File: config.mk
export PLATFORM = sky130hd
export DESIGN_NAME = spsc_sequencer
export DESIGN_NICKNAME = d
export VERILOG_FILES = /design/src/sv/spsc_pkg.sv /design/src/sv/spsc_sequencer.sv
export SDC_FILE = /design/constraint.sdc
export NUM_CORES = 1
export LEC_CHECK = 0
export BUFFER_PORTS_ARGS = -buffer_cell sky130_fd_sc_hd__buf_4
export CORE_UTILIZATION = 43
export CTS_CLUSTER_SIZE = 12
export DETAILED_ROUTE_END_ITERATION = 7
export PLACE_DENSITY = 0.74
export SYNTH_ARGS = -nofsm -noshare
export SYNTH_HDL_FRONTEND = slang
export SYNTH_SLANG_ARGS = --single-unit
export TNS_END_PERCENT = 30
File: constraint.sdc
create_clock -name clk -period 1.97 [get_ports clk]
set_input_delay 0.394 -clock clk [delete_from_list [all_inputs] [get_ports clk]]
set_output_delay 0.394 -clock clk [all_outputs]
set_load 0.05 [all_outputs]
File: src/sv/spsc_pkg.sv
// ----------------------------------------------------------------------------
// spsc_pkg: shared types, constants, microcode and helpers
// Control word layout, the microprogram and the fixed-point helper functions
// used by the switching servo controller.
// ----------------------------------------------------------------------------
package spsc_pkg;

	// fixed-point data widths
	localparam int DATA_W = 32;
	localparam int OPND_W = 33;
	localparam int PROD_W = 2 * OPND_W;
	localparam int INVP_W = 31;
	localparam int IDX_W  = 3;
	localparam int DECAY_W = 21;

	// filter and deadband constants
	localparam logic signed [OPND_W-1:0] DECAY_COEF = 33'sd1717987;
	localparam logic signed [OPND_W-1:0] RATE_COEF  = 33'sd644245094;
	localparam logic signed [OPND_W-1:0] RATE_LIMIT = 33'sd655;
	localparam logic signed [DATA_W-1:0] ERROR_LIMIT = 32'sd150;

	// register reset values
	localparam logic [INVP_W-1:0] INVP_RESET = 31'd65536000;
	localparam logic signed [DATA_W-1:0] S32_MAX = 32'sh7fff_ffff;
	localparam logic signed [DATA_W-1:0] S32_MIN = 32'sh8000_0000;

	// register index codes
	typedef enum logic [IDX_W-1:0] {
		REG_PROP_GAIN  = 3'd0,
		REG_INTEG_GAIN = 3'd1,
		REG_DERIV_GAIN = 3'd2,
		REG_INV_PERIOD = 3'd3,
		REG_WINDUP_LOW = 3'd4,
		REG_WINDUP_HIGH = 3'd5,
		REG_DRIVE_LOW  = 3'd6,
		REG_DRIVE_HIGH = 3'd7
	} reg_idx_t;

	typedef struct packed {
		logic signed [DATA_W-1:0] kp;
		logic signed [DATA_W-1:0] ki;
		logic signed [DATA_W-1:0] kd;
		logic [INVP_W-1:0]        invp;
		logic signed [DATA_W-1:0] wind_lo;
		logic signed [DATA_W-1:0] wind_hi;
		logic signed [DATA_W-1:0] drv_lo;
		logic signed [DATA_W-1:0] drv_hi;
	} cfg_t;

	// multiplier operand selects
	typedef enum logic [2:0] {
		A_ZERO, A_DFB, A_ERRSUM, A_ERR, A_KD, A_LFT, A_REFDEC, A_FDIFF
	} sel_a_t;

	typedef enum logic [2:0] {
		B_ZERO, B_INVP, B_KP, B_VEL, B_DECAY, B_RATE, B_KI
	} sel_b_t;

	// datapath write-back operations
	typedef enum logic [3:0] {
		OP_NOP, OP_LOAD, OP_ERR, OP_VEL, OP_PI, OP_RELOAD, OP_SW_STICK,
		OP_SW_OVER, OP_DRV, OP_FILT, OP_DOT, OP_FINAL
	} op_t;

	// sequencer jump conditions
	typedef enum logic [2:0] {
		JC_NEXT, JC_ALWAYS, JC_WAIT_IN, JC_MODE, JC_WAIT_OUT
	} jc_t;

	localparam int NUM_STEPS = 13;
	localparam int STEP_W = $clog2(NUM_STEPS);
	typedef logic [STEP_W-1:0] step_t;

	localparam step_t STEP_IDLE  = STEP_W'(0);
	localparam step_t STEP_OVER  = STEP_W'(6);
	localparam step_t STEP_DRV   = STEP_W'(7);

	typedef struct packed {
		logic   mul_en;
		sel_a_t mul_a;
		sel_b_t mul_b;
		op_t    op;
		jc_t    jc;
		step_t  target;
	} ctrl_t;

	typedef struct packed {
		ctrl_t word;
		logic  in_ready;
		logic  emit;
	} seq_t;

	typedef struct packed {
		logic signed [DATA_W-1:0] drive;
		logic                     mode;
		logic                     dead;
	} res_t;

	function automatic ctrl_t uw(input logic en, input sel_a_t a, input sel_b_t b,
		input op_t op, input jc_t jc, input step_t tgt);
		ctrl_t w;
		w.mul_en = en;
		w.mul_a  = a;
		w.mul_b  = b;
		w.op     = op;
		w.jc     = jc;
		w.target = tgt;
		return w;
	endfunction

	// microprogram: one control word per step
	function automatic ctrl_t ucode(input step_t s);
		ctrl_t w;
		case (s)
			4'd0:  w = uw(1'b0, A_ZERO,   B_ZERO,  OP_LOAD,     JC_WAIT_IN,  STEP_IDLE);
			4'd1:  w = uw(1'b1, A_DFB,    B_INVP,  OP_ERR,      JC_NEXT,     STEP_IDLE);
			4'd2:  w = uw(1'b1, A_ERRSUM, B_KP,    OP_VEL,      JC_NEXT,     STEP_IDLE);
			4'd3:  w = uw(1'b1, A_ERR,    B_KP,    OP_PI,       JC_NEXT,     STEP_IDLE);
			4'd4:  w = uw(1'b1, A_KD,     B_VEL,   OP_RELOAD,   JC_MODE,     STEP_OVER);
			4'd5:  w = uw(1'b1, A_LFT,    B_DECAY, OP_SW_STICK, JC_ALWAYS,   STEP_DRV);
			4'd6:  w = uw(1'b1, A_LFT,    B_DECAY, OP_SW_OVER,  JC_NEXT,     STEP_IDLE);
			4'd7:  w = uw(1'b0, A_ZERO,   B_ZERO,  OP_DRV,      JC_NEXT,     STEP_IDLE);
			4'd8:  w = uw(1'b1, A_REFDEC, B_INVP,  OP_NOP,      JC_NEXT,     STEP_IDLE);
			4'd9:  w = uw(1'b0, A_ZERO,   B_ZERO,  OP_FILT,     JC_NEXT,     STEP_IDLE);
			4'd10: w = uw(1'b1, A_FDIFF,  B_RATE,  OP_NOP,      JC_NEXT,     STEP_IDLE);
			4'd11: w = uw(1'b1, A_ERR,    B_KI,    OP_DOT,      JC_NEXT,     STEP_IDLE);
			4'd12: w = uw(1'b0, A_ZERO,   B_ZERO,  OP_FINAL,    JC_WAIT_OUT, STEP_IDLE);
			default: w = uw(1'b0, A_ZERO, B_ZERO,  OP_NOP,      JC_ALWAYS,   STEP_IDLE);
		endcase
		return w;
	endfunction

	// sign extend a 32-bit value to product width
	function automatic logic signed [PROD_W-1:0] wide(input logic signed [DATA_W-1:0] x);
		return {{(PROD_W-DATA_W){x[DATA_W-1]}}, x};
	endfunction

	// saturate a product-width value to 32 signed bits
	function automatic logic signed [DATA_W-1:0] sat32(input logic signed [PROD_W-1:0] x);
		if (x > wide(S32_MAX))
			return S32_MAX;
		else if (x < wide(S32_MIN))
			return S32_MIN;
		else
			return x[DATA_W-1:0];
	endfunction

	// limit to high first, then raise to low, so low wins
	function automatic logic signed [DATA_W-1:0] clamp32(input logic signed [DATA_W-1:0] x,
		input logic signed [DATA_W-1:0] lo, input logic signed [DATA_W-1:0] hi);
		logic signed [DATA_W-1:0] y;
		y = (x > hi) ? hi : x;
		if (y < lo)
			y = lo;
		return y;
	endfunction

endpackage

File: src/sv/spsc_sequencer.sv
// ----------------------------------------------------------------------------
// spsc_sequencer: microprogram step counter
// Fetches one control word per step, resolves conditional jumps and gates
// the word while waiting on an input or output beat.
// ----------------------------------------------------------------------------
module spsc_sequencer (
	input  logic           clk,
	input  logic           arst_n,
	input  logic           in_valid,
	input  logic           out_free,
	input  logic           mode,
	output spsc_pkg::seq_t seq
);
	import spsc_pkg::*;

	step_t step_q;
	step_t step_d;
	ctrl_t word;
	logic  fire;

	// fetch and jump resolution
	always_comb begin
		word   = ucode(step_q);
		fire   = 1'b1;
		step_d = step_q + STEP_W'(1);
		case (word.jc)
			JC_NEXT: begin
				step_d = step_q + STEP_W'(1);
			end
			JC_ALWAYS: begin
				step_d = word.target;
			end
			JC_WAIT_IN: begin
				fire   = in_valid;
				step_d = in_valid ? step_q + STEP_W'(1) : step_q;
			end
			JC_MODE: begin
				step_d = mode ? word.target : step_q + STEP_W'(1);
			end
			JC_WAIT_OUT: begin
				fire   = out_free;
				step_d = out_free ? word.target : step_q;
			end
			default: begin
				step_d = STEP_IDLE;
			end
		endcase
	end

	// gated control word towards the datapath
	always_comb begin
		seq.word = word;
		if (!fire) begin
			seq.word.op     = OP_NOP;
			seq.word.mul_en = 1'b0;
		end
		seq.in_ready = (word.jc == JC_WAIT_IN);
		seq.emit     = fire && (word.op == OP_FINAL);
	end

	// step counter
	always_ff @(posedge clk or negedge arst_n) begin
		if (!arst_n) begin
			step_q <= STEP_IDLE;
		end else begin
			step_q <= step_d;
		end
	end

endmodule

==> impl_metrics.csv, run 1 <==
group,metric,value,unit
status,status,"finished with violations",
status,violations,"setup timing",
logic_synthesis,ys_seq_area_frac,0.144,
routing,vias_per_cell,5.45,
sta,setup_viol,12,
routing,drt_pass1_iterations,4,
critical_path,rr_worst_depth,9,
critical_path,worstSetupStartpointType,"flip-flop",
grt,grt_first_pass_wirelength,3.47,mm
clock_network,cts_sinks,4,
critical_path,ff2ff_setup_slack,0,ns
clock_network,insertion_delay,0.23,ns
cells_and_area,largestRegisters,"step_q x4",
grt,grt_start_max_net_pins,16,
clock_network,cts_buffers,3,
critical_path,required,1.58,ns
sta,maxSlewViolCount,0,
sta,finalCritPeriodShare,1.15,
cells_and_area,nFillCells,100,
grt,overflow,0,
cells_and_area,syn2layout_area_growth,70.5,%
critical_path,path_class,"reg2out",
logic_synthesis,synth_cell_types,39,
critical_path,worstPathArrival,1.87,ns
logic_synthesis,ys.flop_type,"dfrtp_1",
logic_synthesis,synth_cells,90,
clock_network,cts.clk_slew.worst_paths,0.04,ns
critical_path,end_kind,"output pin",
floorplan,die_width,42.2,µm
floorplan,num_rows,14,
routing,initialDrtViolationCount,10,
clock_network,htree_levels,1,
logic_synthesis,yosysTopAreaCell,"ha_1",
routing,drc,0,
critical_path,r2r-end,"step_q[3]",
floorplan,core_area,1510,µm²
logic_synthesis,syn_area_per_cell,7.73,µm²
cells_and_area,top_register,"step_q",
placement,place_hpwl,1.60,mm
clock_network,root_buffer,"clkbuf_4",
floorplan,die_area,1780,µm²
cells_and_area,drive_above_1_share,0.545,
critical_path,r2r-start,"step_q[1]",
floorplan,io_pins,25,
logic_synthesis,yosysTopAreaCellShare,0.162,
logic_synthesis,synthArstFlopShare,1.00,
routing,ant_nets,0,
logic_synthesis,ys_warn_count,0,
logic_synthesis,synth.area.top_cells,"ha_1 (16%), dfrtp_1 (14%), nand2_1 (5.4%)",
worst_hold_path,min_path_type,"in2async",
flow_run,maxCapViolCount,0,
logic_synthesis,synth_edf_count,0,
floorplan,die_y,42.2,µm
sta,grt_setup_unrepaired,"yes",
sta,setup_ws,-0.295,ns
cells_and_area,diodes,0,
grt,grt_usage,0.247,
cells_and_area,largest_register_ffs,4,
clock_network,cts_buffer_depth,2,
grt,grt_pass1_vias,797,
cells_and_area,layout_common_cells,"buf_4 (33), buf_6 (10), nand2_1 (9)",
grt,antenna_found_initial,0,
sta,max_clock_freq,0.442,GHz
clock_network,cts_tree,"yes",
floorplan,start_util,0.462,
routing,wl_per_cell,14.1,µm
cells_and_area,nets,147,
placement,gp_congestion,0.811,
logic_synthesis,synth-seq-cells,4,
sta,finalHoldViolCount,0,
routing,wirelength,2.09,mm
cells_and_area,final_common_cell,"buf_4",
routing,vias,806,
sta,fin_skew,0.00709,ns
sta,fin_crit,2.26,ns
placement,port-buffer-count,23,
critical_path,crit_fanout,4,
logic_synthesis,syn_area,696,µm²
sta,hold_slack,0.489,ns
logic_synthesis,synth_nets,104,
worst max path at each step:
stage                     startpoint      to  slack [ns]
after floorplan            step_q[1]  seq[0]       -0.39
after global placement     step_q[0]  seq[0]       -0.06
after detailed placement   step_q[1]  seq[0]       -0.08
after CTS                  step_q[1]  seq[0]       -0.32
after global routing       step_q[1]  seq[0]       -0.37
final                      step_q[1]  seq[0]       -0.29
Yosys cell counts (2+ instances only):
master	n
a21boi_0	2
a21oi_1	2
and3_1	2
buf_2	2
buf_4	3
dfrtp_1	4
ha_1	9
inv_1	5
nand2_1	10
nand2b_1	3
nand3_1	2
nor2_1	6
nor2b_1	6
nor4_1	2
o21ai_0	5
o21bai_1	2
o22a_1	2
o22ai_1	2
worst max-delay path, stage by stage (launching register included):
cell and delay, ns:
dfrtp_2 0.39, inv_4 0.05, buf_4 0.12, ha_2 0.19, nand2_2 0.10, a32oi_4 0.13
a311oi_4 0.23, and4bb_4 0.27, buf_8 0.14
repair_timing:
action,in CTS,in global routing
setup endpoints to repair,14,17
pin swaps,2,2
gates resized for setup,14,5
buffers inserted,2,0
hold buffers,1,0
endpoints found under the hold margin,4,0
through the flow:
| stage | setup WS, ns | setup TNS [ns] | cell area (µm²) | std cells | utilization |
|---|---|---|---|---|---|
| after floorplan | -0.394 | -1.97 | 772 | 90 | - |
| after global placement | -0.0650 | -0.224 | 1060 | 141 | 0.703 |
| after detailed placement | -0.0815 | -0.308 | 1060 | 141 | 0.703 |
| after CTS | -0.322 | -2.17 | 1160 | 148 | 0.772 |
| after global routing | -0.367 | -2.84 | 1190 | 148 | 0.787 |
| final | -0.295 | -2.07 | 1190 | 148 | 0.787 |
final cells by class:
cell class | instances | area [µm²] | share of cell area
Clock buffer | 4 | 26.3 | 0.0222
Tap cell | 16 | 20.0 | 0.0169
Timing Repair Buffer | 45 | 385 | 0.325
Inverter | 6 | 27.5 | 0.0232
Multi-Input combinational cell | 73 | 623 | 0.525
Sequential cell | 4 | 104 | 0.0876
metal layers:
metal / vias up / GRT usage / routed length, µm
met1: 380 / 0.336 / 942
met2: 22 / 0.425 / 1090
met5: - / 0 / 0
li1: 404 / - / -
met4: 0 / 0.0625 / 0
met3: 0 / 0.0129 / 64
logic make-up (layout without fill, tap and decap cells):
family,after synthesis,after routing,share of synthesized area
AOI/OAI and AO/OA,26,26,0.291
adders and majority gates,9,9,0.162
buffers and inverters,13,55,0.101
DFF,4,4,0.144
other,1,1,0.00539
and+or+nand+nor,37,37,0.297
Power of run 1 is left out: the tool's default activity adds up to more than one toggle a clock period on the data nets, which glitch-free logic cannot reach.
==> run 2: changes to the inputs <==
--- a/config.mk
+++ b/config.mk
@@ -6,10 +6,12 @@
 export NUM_CORES = 1
 export LEC_CHECK = 0
 export BUFFER_PORTS_ARGS = -buffer_cell sky130_fd_sc_hd__buf_4
-export CORE_UTILIZATION = 43
+export CELL_PAD_IN_SITES_DETAIL_PLACEMENT = 1
+export CELL_PAD_IN_SITES_GLOBAL_PLACEMENT = 1
+export CORE_UTILIZATION = 34
 export CTS_CLUSTER_SIZE = 12
 export DETAILED_ROUTE_END_ITERATION = 7
-export PLACE_DENSITY = 0.74
+export PLACE_DENSITY_LB_ADDON = 0.1
 export SYNTH_ARGS = -nofsm -noshare
 export SYNTH_HDL_FRONTEND = slang
 export SYNTH_SLANG_ARGS = --single-unit
==> constraint.sdc (replaced) <==
create_clock -name clk -period 2.4 [get_ports clk]
set_input_delay 0.48 -clock clk [delete_from_list [all_inputs] [get_ports clk]]
set_output_delay 0.48 -clock clk [all_outputs]
set_load 0.05 [all_outputs]
==> run 2 against run 1 <==
Net effect:
- the run still ends with setup timing left
- sequential cell count did not move
- register-to-register slack improved by 0.48 ns
- setup slack improved by 0.28 ns
- via count down 0.62%
- largest cell class unchanged
- critical endpoint unchanged
- sequential share of layout area up 0.79 points
- global-route usage grew 1.1 points
==> impl_metrics.csv, run 2 (synthesis gave the netlist of run 1 again) <==
group,metric,value,unit
status,status,"finished with violations",
status,violations,"setup timing",
cells_and_area,nets,137,
cells_and_area,drive_above_1_share,0.496,
clock_network,holdBufCountCts,0,
floorplan,core_area,1820,µm²
critical_path,worstPathArrival,1.94,ns
cells_and_area,top_register,"step_q",
cells_and_area,fin_area,1100,µm²
grt,grt_pass1_vias,784,
sta,fin_crit,2.42,ns
sta,finalHoldViolCount,0,
floorplan,die_y,47.2,µm
cells_and_area,syn2layout_area_growth,58.3,%
grt,grt_first_pass_wirelength,3.96,mm
floorplan,start_util,0.382,
clock_network,root_buffer,"clkbuf_4",
routing,vias_per_cell,5.49,
routing,drt_pass1_iterations,4,
sta,maxSlewViolCount,0,
cells_and_area,layout_common_cells,"buf_4 (25), nand2_1 (9), buf_6 (9)",
critical_path,cp_num_buf_inv,2,
routing,ant_nets,0,
sta,grt_setup_unrepaired,"yes",
cells_and_area,final_common_cell,"buf_4",
routing,wirelength,2.51,mm
critical_path,timing.critical_path.max_delay_family,"simple AND/OR/NAND/NOR gates",
clock_network,cts_sinks,4,
critical_path,worstSetupStartpointType,"flip-flop",
critical_path,slowest_stage,"dfrtp_2",
sta,setup_ws,-0.0198,ns
sta,hold_slack,0.0327,ns
critical_path,cp.depth,7,
placement,port-buffer-count,23,
sta,finalCritPeriodShare,1.01,
grt,grt_start_max_net_pins,16,
routing,vias,801,
routing,wl_per_cell,17.2,µm
routing,drc,0,
placement,place_hpwl,1.70,mm
critical_path,crit_fanout,2,
floorplan,io_pins,25,
critical_path,slowest_delay,0.40,ns
worst_hold_path,min_path_type,"in2async",
clock_network,htree_levels,1,
grt,antenna_found_initial,0,
critical_path,rr_worst_depth,8,
cells_and_area,largest_register_ffs,4,
critical_path,path_class,"reg2out",
floorplan,num_rows,15,
routing,initialDrtViolationCount,13,
sta,max_clock_freq,0.413,GHz
floorplan,die_area,2230,µm²
cells_and_area,diodes,0,
clock_network,cts_buffers,3,
sta,setup_viol,1,
clock_network,cts_buffer_depth,2,
flow_run,maxCapViolCount,0,
placement,dpl_cell_area,973,µm²
critical_path,required,1.92,ns
critical_path,end_kind,"output pin",
clock_network,insertion_delay,0.23,ns
cells_and_area,largestRegisters,"step_q x4",
clock_network,cts_tree,"yes",
floorplan,die_width,47.2,µm
placement,gp_congestion,0.813,
sta,fin_skew,0.00262,ns
grt,overflow,0,
clock_network,cts.clk_slew.worst_paths,0.04,ns
critical_path,path_cells,"inv_2 > ha_4 > or3b_4 > a32oi_4 > a311oi_4 > and4bb_4 > buf_8",
grt,grt_usage,0.257,
sta,finalSetupTns,-0.0198,ns
[run 2: changes by cell type in the layout (fill, tap and decap cells not counted), sizes merged]
cell	delta
buf	-9
dlygate4sd3	-1
clkbuf	-1
[run 2: through the flow]
step,util,setup slack [ns],instances
after floorplan,-,-0.174,90
after global placement,0.535,0.204,141
after detailed placement,0.535,0.146,141
after CTS,0.595,-0.0140,146
after global routing,0.605,-0.0638,146
final,0.605,-0.0198,146
[run 2: final cells by class]
class                           instances  area (µm²)
Clock buffer                            3        22.5
Inverter                                6        22.5
Timing Repair Buffer                   35         304
Fill cell                             225         719
Sequential cell                         4         105
Tap cell                               25        31.3
Multi-Input combinational cell         73         616
[run 2: worst paths after layout]
path                              to      start  slack [ns]
max                           seq[0]  step_q[1]       -0.02
min                        step_q[0]     arst_n        0.03
max reg2reg                step_q[3]  step_q[1]        0.48
min reg2reg                step_q[1]  step_q[1]        0.72
max in group asynchronous  step_q[1]     arst_n        2.26
min in group clk           step_q[2]       mode        0.72
[run 2: per-layer routing]
layer,wire length [µm],share of wire,GRT usage
met1,1120,0.45,0.339
met2,1270,0.51,0.422
met3,86,0.034,0.0462
met4,31,0.012,0.0857
met5,0,0,0
[run 2: what timing repair did]
action                                 in CTS  in global routing
gates resized for setup                    17                  6
pin swaps                                   4                  0
endpoints found under the hold margin       0                  0
setup endpoints to repair                   5                  9
buffers inserted                            2                  0
Power of run 2 is left out for the same reason.
