**src/sv/spsc_pkg.sv**
```systemverilog
// ----------------------------------------------------------------------------
// spsc_pkg: shared types, constants, microcode and helpers
// Control word layout, the microprogram and the fixed-point helper functions
// used by the switching servo controller.
// ----------------------------------------------------------------------------
package spsc_pkg;

	// fixed-point data widths
	localparam int DATA_W = 32;
	localparam int OPND_W = 33;
	localparam int PROD_W = 2 * OPND_W;
	localparam int INVP_W = 31;
	localparam int IDX_W  = 3;
	localparam int DECAY_W = 21;

	// filter and deadband constants
	localparam logic signed [OPND_W-1:0] DECAY_COEF = 33'sd1717987;
	localparam logic signed [OPND_W-1:0] RATE_COEF  = 33'sd644245094;
	localparam logic signed [OPND_W-1:0] RATE_LIMIT = 33'sd655;
	localparam logic signed [DATA_W-1:0] ERROR_LIMIT = 32'sd150;

	// register reset values
	localparam logic [INVP_W-1:0] INVP_RESET = 31'd65536000;
	localparam logic signed [DATA_W-1:0] S32_MAX = 32'sh7fff_ffff;
	localparam logic signed [DATA_W-1:0] S32_MIN = 32'sh8000_0000;

	// register index codes
	typedef enum logic [IDX_W-1:0] {
		REG_PROP_GAIN  = 3'd0,
		REG_INTEG_GAIN = 3'd1,
		REG_DERIV_GAIN = 3'd2,
		REG_INV_PERIOD = 3'd3,
		REG_WINDUP_LOW = 3'd4,
		REG_WINDUP_HIGH = 3'd5,
		REG_DRIVE_LOW  = 3'd6,
		REG_DRIVE_HIGH = 3'd7
	} reg_idx_t;

	typedef struct packed {
		logic signed [DATA_W-1:0] kp;
		logic signed [DATA_W-1:0] ki;
		logic signed [DATA_W-1:0] kd;
		logic [INVP_W-1:0]        invp;
		logic signed [DATA_W-1:0] wind_lo;
		logic signed [DATA_W-1:0] wind_hi;
		logic signed [DATA_W-1:0] drv_lo;
		logic signed [DATA_W-1:0] drv_hi;
	} cfg_t;

	// multiplier operand selects
	typedef enum logic [2:0] {
		A_ZERO, A_DFB, A_ERRSUM, A_ERR, A_KD, A_LFT, A_REFDEC, A_FDIFF
	} sel_a_t;

	typedef enum logic [2:0] {
		B_ZERO, B_INVP, B_KP, B_VEL, B_DECAY, B_RATE, B_KI
	} sel_b_t;

	// datapath write-back operations
	typedef enum logic [3:0] {
		OP_NOP, OP_LOAD, OP_ERR, OP_VEL, OP_PI, OP_RELOAD, OP_SW_STICK,
		OP_SW_OVER, OP_DRV, OP_FILT, OP_DOT, OP_FINAL
	} op_t;

	// sequencer jump conditions
	typedef enum logic [2:0] {
		JC_NEXT, JC_ALWAYS, JC_WAIT_IN, JC_MODE, JC_WAIT_OUT
	} jc_t;

	localparam int NUM_STEPS = 13;
	localparam int STEP_W = $clog2(NUM_STEPS);
	typedef logic [STEP_W-1:0] step_t;

	localparam step_t STEP_IDLE  = STEP_W'(0);
	localparam step_t STEP_OVER  = STEP_W'(6);
	localparam step_t STEP_DRV   = STEP_W'(7);

	typedef struct packed {
		logic   mul_en;
		sel_a_t mul_a;
		sel_b_t mul_b;
		op_t    op;
		jc_t    jc;
		step_t  target;
	} ctrl_t;

	typedef struct packed {
		ctrl_t word;
		logic  in_ready;
		logic  emit;
	} seq_t;

	typedef struct packed {
		logic signed [DATA_W-1:0] drive;
		logic                     mode;
		logic                     dead;
	} res_t;

	function automatic ctrl_t uw(input logic en, input sel_a_t a, input sel_b_t b,
		input op_t op, input jc_t jc, input step_t tgt);
		ctrl_t w;
		w.mul_en = en;
		w.mul_a  = a;
		w.mul_b  = b;
		w.op     = op;
		w.jc     = jc;
		w.target = tgt;
		return w;
	endfunction

	// microprogram: one control word per step
	function automatic ctrl_t ucode(input step_t s);
		ctrl_t w;
		case (s)
			4'd0:  w = uw(1'b0, A_ZERO,   B_ZERO,  OP_LOAD,     JC_WAIT_IN,  STEP_IDLE);
			4'd1:  w = uw(1'b1, A_DFB,    B_INVP,  OP_ERR,      JC_NEXT,     STEP_IDLE);
			4'd2:  w = uw(1'b1, A_ERRSUM, B_KP,    OP_VEL,      JC_NEXT,     STEP_IDLE);
			4'd3:  w = uw(1'b1, A_ERR,    B_KP,    OP_PI,       JC_NEXT,     STEP_IDLE);
			4'd4:  w = uw(1'b1, A_KD,     B_VEL,   OP_RELOAD,   JC_MODE,     STEP_OVER);
			4'd5:  w = uw(1'b1, A_LFT,    B_DECAY, OP_SW_STICK, JC_ALWAYS,   STEP_DRV);
			4'd6:  w = uw(1'b1, A_LFT,    B_DECAY, OP_SW_OVER,  JC_NEXT,     STEP_IDLE);
			4'd7:  w = uw(1'b0, A_ZERO,   B_ZERO,  OP_DRV,      JC_NEXT,     STEP_IDLE);
			4'd8:  w = uw(1'b1, A_REFDEC, B_INVP,  OP_NOP,      JC_NEXT,     STEP_IDLE);
			4'd9:  w = uw(1'b0, A_ZERO,   B_ZERO,  OP_FILT,     JC_NEXT,     STEP_IDLE);
			4'd10: w = uw(1'b1, A_FDIFF,  B_RATE,  OP_NOP,      JC_NEXT,     STEP_IDLE);
			4'd11: w = uw(1'b1, A_ERR,    B_KI,    OP_DOT,      JC_NEXT,     STEP_IDLE);
			4'd12: w = uw(1'b0, A_ZERO,   B_ZERO,  OP_FINAL,    JC_WAIT_OUT, STEP_IDLE);
			default: w = uw(1'b0, A_ZERO, B_ZERO,  OP_NOP,      JC_ALWAYS,   STEP_IDLE);
		endcase
		return w;
	endfunction

	// sign extend a 32-bit value to product width
	function automatic logic signed [PROD_W-1:0] wide(input logic signed [DATA_W-1:0] x);
		return {{(PROD_W-DATA_W){x[DATA_W-1]}}, x};
	endfunction

	// saturate a product-width value to 32 signed bits
	function automatic logic signed [DATA_W-1:0] sat32(input logic signed [PROD_W-1:0] x);
		if (x > wide(S32_MAX))
			return S32_MAX;
		else if (x < wide(S32_MIN))
			return S32_MIN;
		else
			return x[DATA_W-1:0];
	endfunction

	// limit to high first, then raise to low, so low wins
	function automatic logic signed [DATA_W-1:0] clamp32(input logic signed [DATA_W-1:0] x,
		input logic signed [DATA_W-1:0] lo, input logic signed [DATA_W-1:0] hi);
		logic signed [DATA_W-1:0] y;
		y = (x > hi) ? hi : x;
		if (y < lo)
			y = lo;
		return y;
	endfunction

endpackage

```
**src/sv/spsc_datapath.sv**
```systemverilog
// ----------------------------------------------------------------------------
// spsc_datapath: shared multiplier and write-back registers
// One registered 33x33 multiplier with operand muxes, plus the per-step
// saturate, clamp and switching logic driven by the control word.
// ----------------------------------------------------------------------------
module spsc_datapath (
	input  logic                            clk,
	input  logic                            arst_n,
	input  spsc_pkg::ctrl_t                 ctrl,
	input  spsc_pkg::cfg_t                  cfg,
	input  logic signed [spsc_pkg::DATA_W-1:0] target_angle,
	input  logic signed [spsc_pkg::DATA_W-1:0] measured_angle,
	output logic                            mode,
	output spsc_pkg::res_t                  res
);
	import spsc_pkg::*;

	// loop state
	logic signed [DATA_W-1:0] lfb_q, lft_q, isum_q;
	logic                     mode_q;

	// per-item scratch
	logic signed [DATA_W-1:0] ref_q, fb_q, err_q, vel_q, phi_q, reload_q, kdv_q;
	logic signed [DATA_W-1:0] drv_q, filt_q;
	logic signed [DECAY_W-1:0] decay_q;
	logic                     dead_q;
	logic signed [PROD_W-1:0] prod_q;

	logic signed [OPND_W-1:0] opa, opb;
	logic signed [PROD_W-1:0] prod_full, prod_sh16;
	logic signed [DATA_W-1:0] prod_sat16;
	logic signed [OPND_W-1:0] dot;
	logic signed [DATA_W-1:0] isum_base;
	logic stick_flip, over_reload;

	// operand a select
	always_comb begin
		case (ctrl.mul_a)
			A_DFB:    opa = {fb_q[DATA_W-1], fb_q} - {lfb_q[DATA_W-1], lfb_q};
			A_ERRSUM: opa = OPND_W'(sat32(wide(err_q) + wide(isum_q)));
			A_ERR:    opa = OPND_W'(err_q);
			A_KD:     opa = OPND_W'(cfg.kd);
			A_LFT:    opa = OPND_W'(lft_q);
			A_REFDEC: opa = OPND_W'(ref_q) + OPND_W'(decay_q);
			A_FDIFF:  opa = {filt_q[DATA_W-1], filt_q} - {lft_q[DATA_W-1], lft_q};
			default:  opa = '0;
		endcase
	end

	// operand b select
	always_comb begin
		case (ctrl.mul_b)
			B_INVP:  opb = {2'b00, cfg.invp};
			B_KP:    opb = OPND_W'(cfg.kp);
			B_VEL:   opb = OPND_W'(vel_q);
			B_DECAY: opb = DECAY_COEF;
			B_RATE:  opb = RATE_COEF;
			B_KI:    opb = OPND_W'(cfg.ki);
			default: opb = '0;
		endcase
	end

	assign prod_full  = opa * opb;
	assign prod_sh16  = prod_q >>> 16;
	assign prod_sat16 = sat32(prod_sh16);
	assign dot        = prod_q[62:30];
	assign isum_base  = dead_q ? '0 : isum_q;

	// switching conditions on exact signs
	assign stick_flip = (cfg.ki == '0) || (err_q == '0) || (phi_q == '0) ||
		(cfg.ki[DATA_W-1] ^ err_q[DATA_W-1] ^ phi_q[DATA_W-1]);
	assign over_reload = (vel_q == '0) || (phi_q == '0) ||
		(vel_q[DATA_W-1] == phi_q[DATA_W-1]);

	// product register
	always_ff @(posedge clk) begin
		if (ctrl.mul_en) begin
			prod_q <= prod_full;
		end
	end

	// scratch write-back
	always_ff @(posedge clk) begin
		case (ctrl.op)
			OP_LOAD: begin
				ref_q <= target_angle;
				fb_q  <= measured_angle;
			end
			OP_ERR: begin
				err_q <= sat32(wide(ref_q) - wide(fb_q));
			end
			OP_VEL: begin
				vel_q <= prod_sat16;
			end
			OP_PI: begin
				phi_q <= clamp32(prod_sat16, cfg.wind_lo, cfg.wind_hi);
			end
			OP_RELOAD: begin
				reload_q <= prod_sat16;
			end
			OP_SW_STICK: begin
				kdv_q <= prod_sat16;
				if (stick_flip) begin
					phi_q <= (phi_q == S32_MIN) ? S32_MAX : -phi_q;
				end
			end
			OP_SW_OVER: begin
				kdv_q <= prod_sat16;
				if (over_reload) begin
					phi_q <= reload_q;
				end
			end
			OP_DRV: begin
				drv_q   <= clamp32(sat32(wide(phi_q) - wide(kdv_q)), cfg.drv_lo, cfg.drv_hi);
				decay_q <= prod_q[52:32];
			end
			OP_FILT: begin
				filt_q <= prod_sat16;
			end
			OP_DOT: begin
				dead_q <= (dot >= -RATE_LIMIT) && (dot <= RATE_LIMIT) &&
					(err_q >= -ERROR_LIMIT) && (err_q <= ERROR_LIMIT);
			end
			default: begin
			end
		endcase
	end

	// loop state update
	always_ff @(posedge clk or negedge arst_n) begin
		if (!arst_n) begin
			lfb_q  <= '0;
			lft_q  <= '0;
			isum_q <= '0;
			mode_q <= 1'b0;
		end else begin
			case (ctrl.op)
				OP_SW_STICK: begin
					if (stick_flip) begin
						mode_q <= 1'b1;
					end
				end
				OP_SW_OVER: begin
					if (over_reload) begin
						mode_q <= 1'b0;
					end
				end
				OP_FINAL: begin
					isum_q <= sat32(wide(isum_base) + prod_sh16);
					lfb_q  <= fb_q;
					lft_q  <= filt_q;
				end
				default: begin
				end
			endcase
		end
	end

	assign mode      = mode_q;
	assign res.drive = dead_q ? '0 : drv_q;
	assign res.mode  = mode_q;
	assign res.dead  = dead_q;

endmodule
```
**config.mk**
```make
export PLATFORM = sky130hd
export DESIGN_NAME = spsc_datapath
export DESIGN_NICKNAME = d
export VERILOG_FILES = /design/src/sv/spsc_pkg.sv /design/src/sv/spsc_datapath.sv
export SDC_FILE = /design/constraint.sdc
export NUM_CORES = 2
export LEC_CHECK = 0
export ABC_CLOCK_PERIOD_IN_PS = 35100
export BUFFER_PORTS_ARGS = -buffer_cell sky130_fd_sc_hd__buf_2
export CORE_MARGIN = 4
export CORE_UTILIZATION = 50
export CTS_BUF_LIST = sky130_fd_sc_hd__clkbuf_8
export CTS_CLUSTER_DIAMETER = 100
export CTS_CLUSTER_SIZE = 25
export DETAILED_ROUTE_END_ITERATION = 6
export PLACE_DENSITY = 0.72
export SKIP_LAST_GASP = 1
export SLEW_MARGIN = 20
export SYNTH_ARGS = -nofsm -noshare
export SYNTH_HDL_FRONTEND = slang
export SYNTH_SLANG_ARGS = --single-unit
```
**constraint.sdc**
```tcl
create_clock -name clk -period 35.1 [get_ports clk]
set_clock_uncertainty 0.05 [all_clocks]
set_input_delay 3.51 -clock clk [delete_from_list [all_inputs] [get_ports clk]]
set_output_delay 3.51 -clock clk [all_outputs]
set_load 0.02 [all_outputs]
```
==> impl_metrics.prom <==
# TYPE chip_impl_metric gauge
chip_impl_metric{name="timing.hold.worst_path_depth",unit=""} 2
chip_impl_metric{name="postSynthNetCount",unit=""} 10400
chip_impl_metric{name="max_cap_viol_count",unit=""} 0
chip_impl_metric{name="critical_path_required",unit="ns"} 35.53
chip_impl_metric{name="met3RoutedLength",unit="um"} 28100
chip_impl_metric{name="worst_slew_slack_as_a_fraction_of_its_limit",unit="%"} 23.8
chip_impl_info{name="run_status",value="finished, violations left"} 1
chip_impl_metric{name="yosys_warnings",unit=""} 0
chip_impl_metric{name="ys_seq_area_share",unit="%"} 17.6
chip_impl_metric{name="post_dp_cell_area",unit="sq mm"} 0.0797
chip_impl_metric{name="setup-tns-final",unit="ns"} 0
chip_impl_metric{name="ctsLongestPathBuffers",unit=""} 3
chip_impl_metric{name="clock_insertion_delay_worst_skew",unit="ns"} 0.72
chip_impl_metric{name="synth-edff-count",unit=""} 360
chip_impl_metric{name="start_util",unit="%"} 50.3
chip_impl_info{name="rsz0062_at_grt",value="false"} 1
chip_impl_metric{name="route.detailed.wl_per_inst",unit="um"} 24.4
chip_impl_info{name="failing_checks",value="DRC"} 1
chip_impl_metric{name="detail_route.wirelength",unit="um"} 258000
chip_impl_metric{name="cp_data_arrival_time",unit="ns"} 15.13
chip_impl_metric{name="rrSetupSlack",unit="ns"} 21.15
chip_impl_metric{name="drv_slew",unit=""} 0
chip_impl_metric{name="antenna_violations_before_repair",unit=""} 33
chip_impl_info{name="crit_top_cell",value="sky130_fd_sc_hd__fa_1"} 1
chip_impl_metric{name="drive_gt1_share",unit="%"} 9.12
chip_impl_metric{name="ys_seq_elements",unit=""} 457
chip_impl_info{name="endpoint_kind",value="register"} 1
chip_impl_metric{name="finalSetupViolCount",unit=""} 0
chip_impl_metric{name="cts.sink_count",unit=""} 457
chip_impl_metric{name="detail_route.first_pass.iterations",unit=""} 7
chip_impl_info{name="ctsRootBufferMaster",value="sky130_fd_sc_hd__clkbuf_8"} 1
chip_impl_metric{name="cts_htree_levels",unit=""} 1
chip_impl_metric{name="first_global_vias",unit=""} 63800
chip_impl_metric{name="floorplan.core_area",unit="sq mm"} 0.150
chip_impl_metric{name="finalWorstPathRequiredPeriod",unit="ns"} 14.70
chip_impl_metric{name="timing.final.hold_violations",unit=""} 0
chip_impl_metric{name="fmaxAchievable",unit="MHz"} 68.0
chip_impl_metric{name="synth.lib_cells_used.distinct",unit=""} 113
chip_impl_info{name="cts_tree",value="done"} 1
chip_impl_metric{name="post-route-drc-count",unit=""} 2
chip_impl_metric{name="dieArea",unit="sq mm"} 0.157
chip_impl_metric{name="area_added_between_synthesis_and_finish",unit="%"} 6.37
chip_impl_metric{name="postSynthAreaPerCell",unit="sq um"} 9.06
chip_impl_metric{name="global_route_wire_length_before_repair",unit="um"} 389000
chip_impl_metric{name="overflow",unit=""} 0
chip_impl_metric{name="first_iter_violations",unit=""} 6310
chip_impl_metric{name="postSynthCellCount",unit=""} 8313
chip_impl_metric{name="rows",unit=""} 142
chip_impl_metric{name="track_usage",unit="%"} 32.8
chip_impl_metric{name="worst_pin_slew",unit="ns"} 1.14
chip_impl_metric{name="io_pins",unit=""} 374
chip_impl_metric{name="post_cts.resized_instances",unit=""} 0
chip_impl_metric{name="replace_congestion",unit=""} 0.995
chip_impl_metric{name="vias_per_cell",unit=""} 5.89
chip_impl_metric{name="whs",unit="ns"} 0.459
chip_impl_info{name="min_from",value="filt_q[26]"} 1
chip_impl_metric{name="die_width",unit="um"} 396
chip_impl_metric{name="ant_nets",unit=""} 0
chip_impl_metric{name="port-buffer-count",unit=""} 366
chip_impl_metric{name="post-route-period-util",unit="%"} 41.9
chip_impl_info{name="worst_path_class_setup",value="input port to register"} 1
chip_impl_metric{name="die_height",unit="um"} 396
chip_impl_info{name="r2r_end",value="prod_q[60]"} 1
chip_impl_metric{name="critical_path.max_fanout",unit=""} 40
chip_impl_info{name="layout.cells.most_common",value="sky130_fd_sc_hd__inv_1"} 1
chip_impl_metric{name="largest_net_degree_at_the_start_of_global_routing",unit=""} 76
chip_impl_info{name="min_delay_worst_endpoint",value="lft_q[26]"} 1
chip_impl_metric{name="met2_wirelength",unit="um"} 116000
chip_impl_info{name="critical-path-slowest-cell",value="sky130_fd_sc_hd__nor2_1"} 1
chip_impl_metric{name="dp_hpwl",unit="um"} 210000
chip_impl_metric{name="postCtsSetupRepairBufs",unit=""} 0
chip_impl_info{name="route.top_layer_used",value="met5"} 1
chip_impl_metric{name="cts_made_buffers",unit=""} 23
chip_impl_info{name="most-common-layout-cells",value="sky130_fd_sc_hd__inv_1 (1,581), sky130_fd_sc_hd__fa_1 (1,151), sky130_fd_sc_hd__nand2_1 (925)"} 1
chip_impl_metric{name="final.fill_count",unit=""} 13700
chip_impl_metric{name="timing.critical_path.slowest_cell_delay",unit="ns"} 0.93
chip_impl_metric{name="finalNetCount",unit=""} 10600
chip_impl_metric{name="async_flop_share",unit="%"} 21.2
chip_impl_info{name="r2r_start",value="ref_q[1]"} 1
chip_impl_metric{name="drt-met1-wl",unit="um"} 97200
chip_impl_metric{name="syn_std_cell_area",unit="sq mm"} 0.0753
chip_impl_metric{name="num_vias",unit=""} 62200
chip_impl_info{name="timing.hold.worst.class",value="register to register"} 1
chip_impl_metric{name="cts.hold.buffers_added",unit=""} 0
chip_impl_info{name="cp_startpoint_kind",value="input port"} 1
chip_impl_info{name="cp-startpoint",value="ctrl[14]"} 1
chip_impl_info{name="synth-main-ff-cell",value="sky130_fd_sc_hd__edfxtp_1"} 1
chip_impl_metric{name="post_route_standard_cell_area_excluding_fillers",unit="sq mm"} 0.0801
chip_impl_metric{name="clkTransAtPathRegs",unit="ns"} 0.15
chip_impl_metric{name="worstRegToRegCells",unit=""} 43
## through the flow
| stage | utilization, % | instances | setup slack [ns] |
|---|---|---|---|
| final | 53.5 | 10500 | 20.40 |
| after global routing | 53.5 | 10500 | 20.16 |
| after global placement | 53.2 | 10500 | 20.08 |
| after CTS | 53.5 | 10500 | 20.71 |
| after detailed placement | 53.2 | 10500 | 19.93 |
| after floorplan | - | 8313 | 21.71 |
## synth_stat cells (16+ instances only)
| cell | number | share of area (%) |
|---|---|---|
| sky130_fd_sc_hd__a221oi_1 | 31 | 0.36 |
| sky130_fd_sc_hd__xor2_1 | 106 | 1.2 |
| sky130_fd_sc_hd__a21o_1 | 229 | 2.3 |
| sky130_fd_sc_hd__o21bai_1 | 37 | 0.37 |
| sky130_fd_sc_hd__inv_1 | 1569 | 7.8 |
| sky130_fd_sc_hd__ha_1 | 580 | 9.6 |
| sky130_fd_sc_hd__mux2i_1 | 58 | 0.77 |
| sky130_fd_sc_hd__or2_2 | 16 | 0.13 |
| sky130_fd_sc_hd__a21oi_1 | 396 | 2.6 |
| sky130_fd_sc_hd__a211o_1 | 21 | 0.24 |
| sky130_fd_sc_hd__o221ai_1 | 19 | 0.22 |
| sky130_fd_sc_hd__or3_1 | 33 | 0.27 |
| sky130_fd_sc_hd__o22ai_1 | 18 | 0.15 |
| sky130_fd_sc_hd__mux2_2 | 115 | 1.7 |
| sky130_fd_sc_hd__nand2b_1 | 67 | 0.56 |
| sky130_fd_sc_hd__buf_2 | 28 | 0.19 |
| sky130_fd_sc_hd__fa_1 | 1152 | 31 |
| sky130_fd_sc_hd__nor3_1 | 63 | 0.42 |
| sky130_fd_sc_hd__edfxtp_1 | 360 | 14 |
| sky130_fd_sc_hd__and3_1 | 28 | 0.23 |
| sky130_fd_sc_hd__a211oi_1 | 31 | 0.31 |
| sky130_fd_sc_hd__nand2_1 | 925 | 4.6 |
| sky130_fd_sc_hd__a31oi_1 | 39 | 0.32 |
| sky130_fd_sc_hd__nor4_1 | 47 | 0.39 |
| sky130_fd_sc_hd__and2_1 | 111 | 0.92 |
| sky130_fd_sc_hd__a221o_1 | 30 | 0.40 |
| sky130_fd_sc_hd__a22oi_1 | 18 | 0.18 |
| sky130_fd_sc_hd__xnor2_1 | 182 | 2.1 |
| sky130_fd_sc_hd__nand3_1 | 97 | 0.64 |
| sky130_fd_sc_hd__nor2b_1 | 148 | 1.2 |
| sky130_fd_sc_hd__nand4_1 | 84 | 0.70 |
| sky130_fd_sc_hd__o21ai_1 | 43 | 0.29 |
| sky130_fd_sc_hd__o21a_1 | 84 | 0.84 |
| sky130_fd_sc_hd__dfrtp_1 | 97 | 3.2 |
| sky130_fd_sc_hd__maj3_1 | 16 | 0.21 |
| sky130_fd_sc_hd__o21ai_0 | 287 | 1.9 |
| sky130_fd_sc_hd__buf_1 | 19 | 0.095 |
| sky130_fd_sc_hd__nor2_1 | 595 | 3.0 |
| sky130_fd_sc_hd__clkbuf_1 | 294 | 1.5 |
| sky130_fd_sc_hd__o211ai_1 | 26 | 0.26 |
## per-layer routing
metal,GRT usage [%],vias up
met5,0,-
met4,16.3,16
met3,7.75,682
met2,51.8,3099
met1,42.4,31100
li1,-,27300
## sequential cells by signal, indices dropped and copies added (netlist names)
signal and cells:
isum_q 32, drv_q 32, mode 1, dead_q 1, ref_q 32, fb_q 32
kdv_q 32, phi_q 32, lft_q 32, vel_q 32, filt_q 32, prod_q 50
lfb_q 32, decay_q 21, reload_q 32, err_q 32
## how the worst max path moves through the flow
stage / to
after floorplan: prod_q[60]
after global placement: prod_q[60]
after detailed placement: prod_q[60]
after CTS: prod_q[60]
after global routing: prod_q[60]
final: prod_q[60]
## critical path: cells and delay by family
| kind | cells | cell delay [ns] |
|---|---|---|
| AOI/OAI and AO/OA | 13 | 2.61 |
| xor gates and xnor gates | 1 | 0.18 |
| adders and majority gates | 9 | 4.65 |
| buffers and inverters | 10 | 1.84 |
| and+or+nand+nor | 7 | 2.25 |
## area by class of cell
| type | instances | area (sq um) | share of cell area, % |
|---|---|---|---|
| clock inverters | 17 | 92.6 | 0.116 |
| well taps | 2016 | 2520 | 3.15 |
| clock buffers | 23 | 317 | 0.395 |
| diodes | 16 | 40.0 | 0.0500 |
| flip-flops and latches | 457 | 13200 | 16.5 |
| repair buffers | 510 | 2920 | 3.64 |
| inverters | 1572 | 5900 | 7.36 |
| multi-input cells | 5938 | 55100 | 68.8 |
## kinds of logic (layout without fill, tap and decap cells)
family,count (synthesis),in the layout,share of synthesized area (%)
xor gates and xnor gates,290,290,3.41
AOI/OAI and AO/OA,1449,1449,12.6
and+or+nand+nor,2277,2277,13.8
adders and majority gates,1748,1748,40.5
muxes,174,174,2.52
DFF,457,457,17.6
other,0,16,0
buffers and inverters,1918,2122,9.64
Power is left out: the tool's default activity adds up to more than one toggle a clock period on the data nets, which glitch-free logic cannot reach.
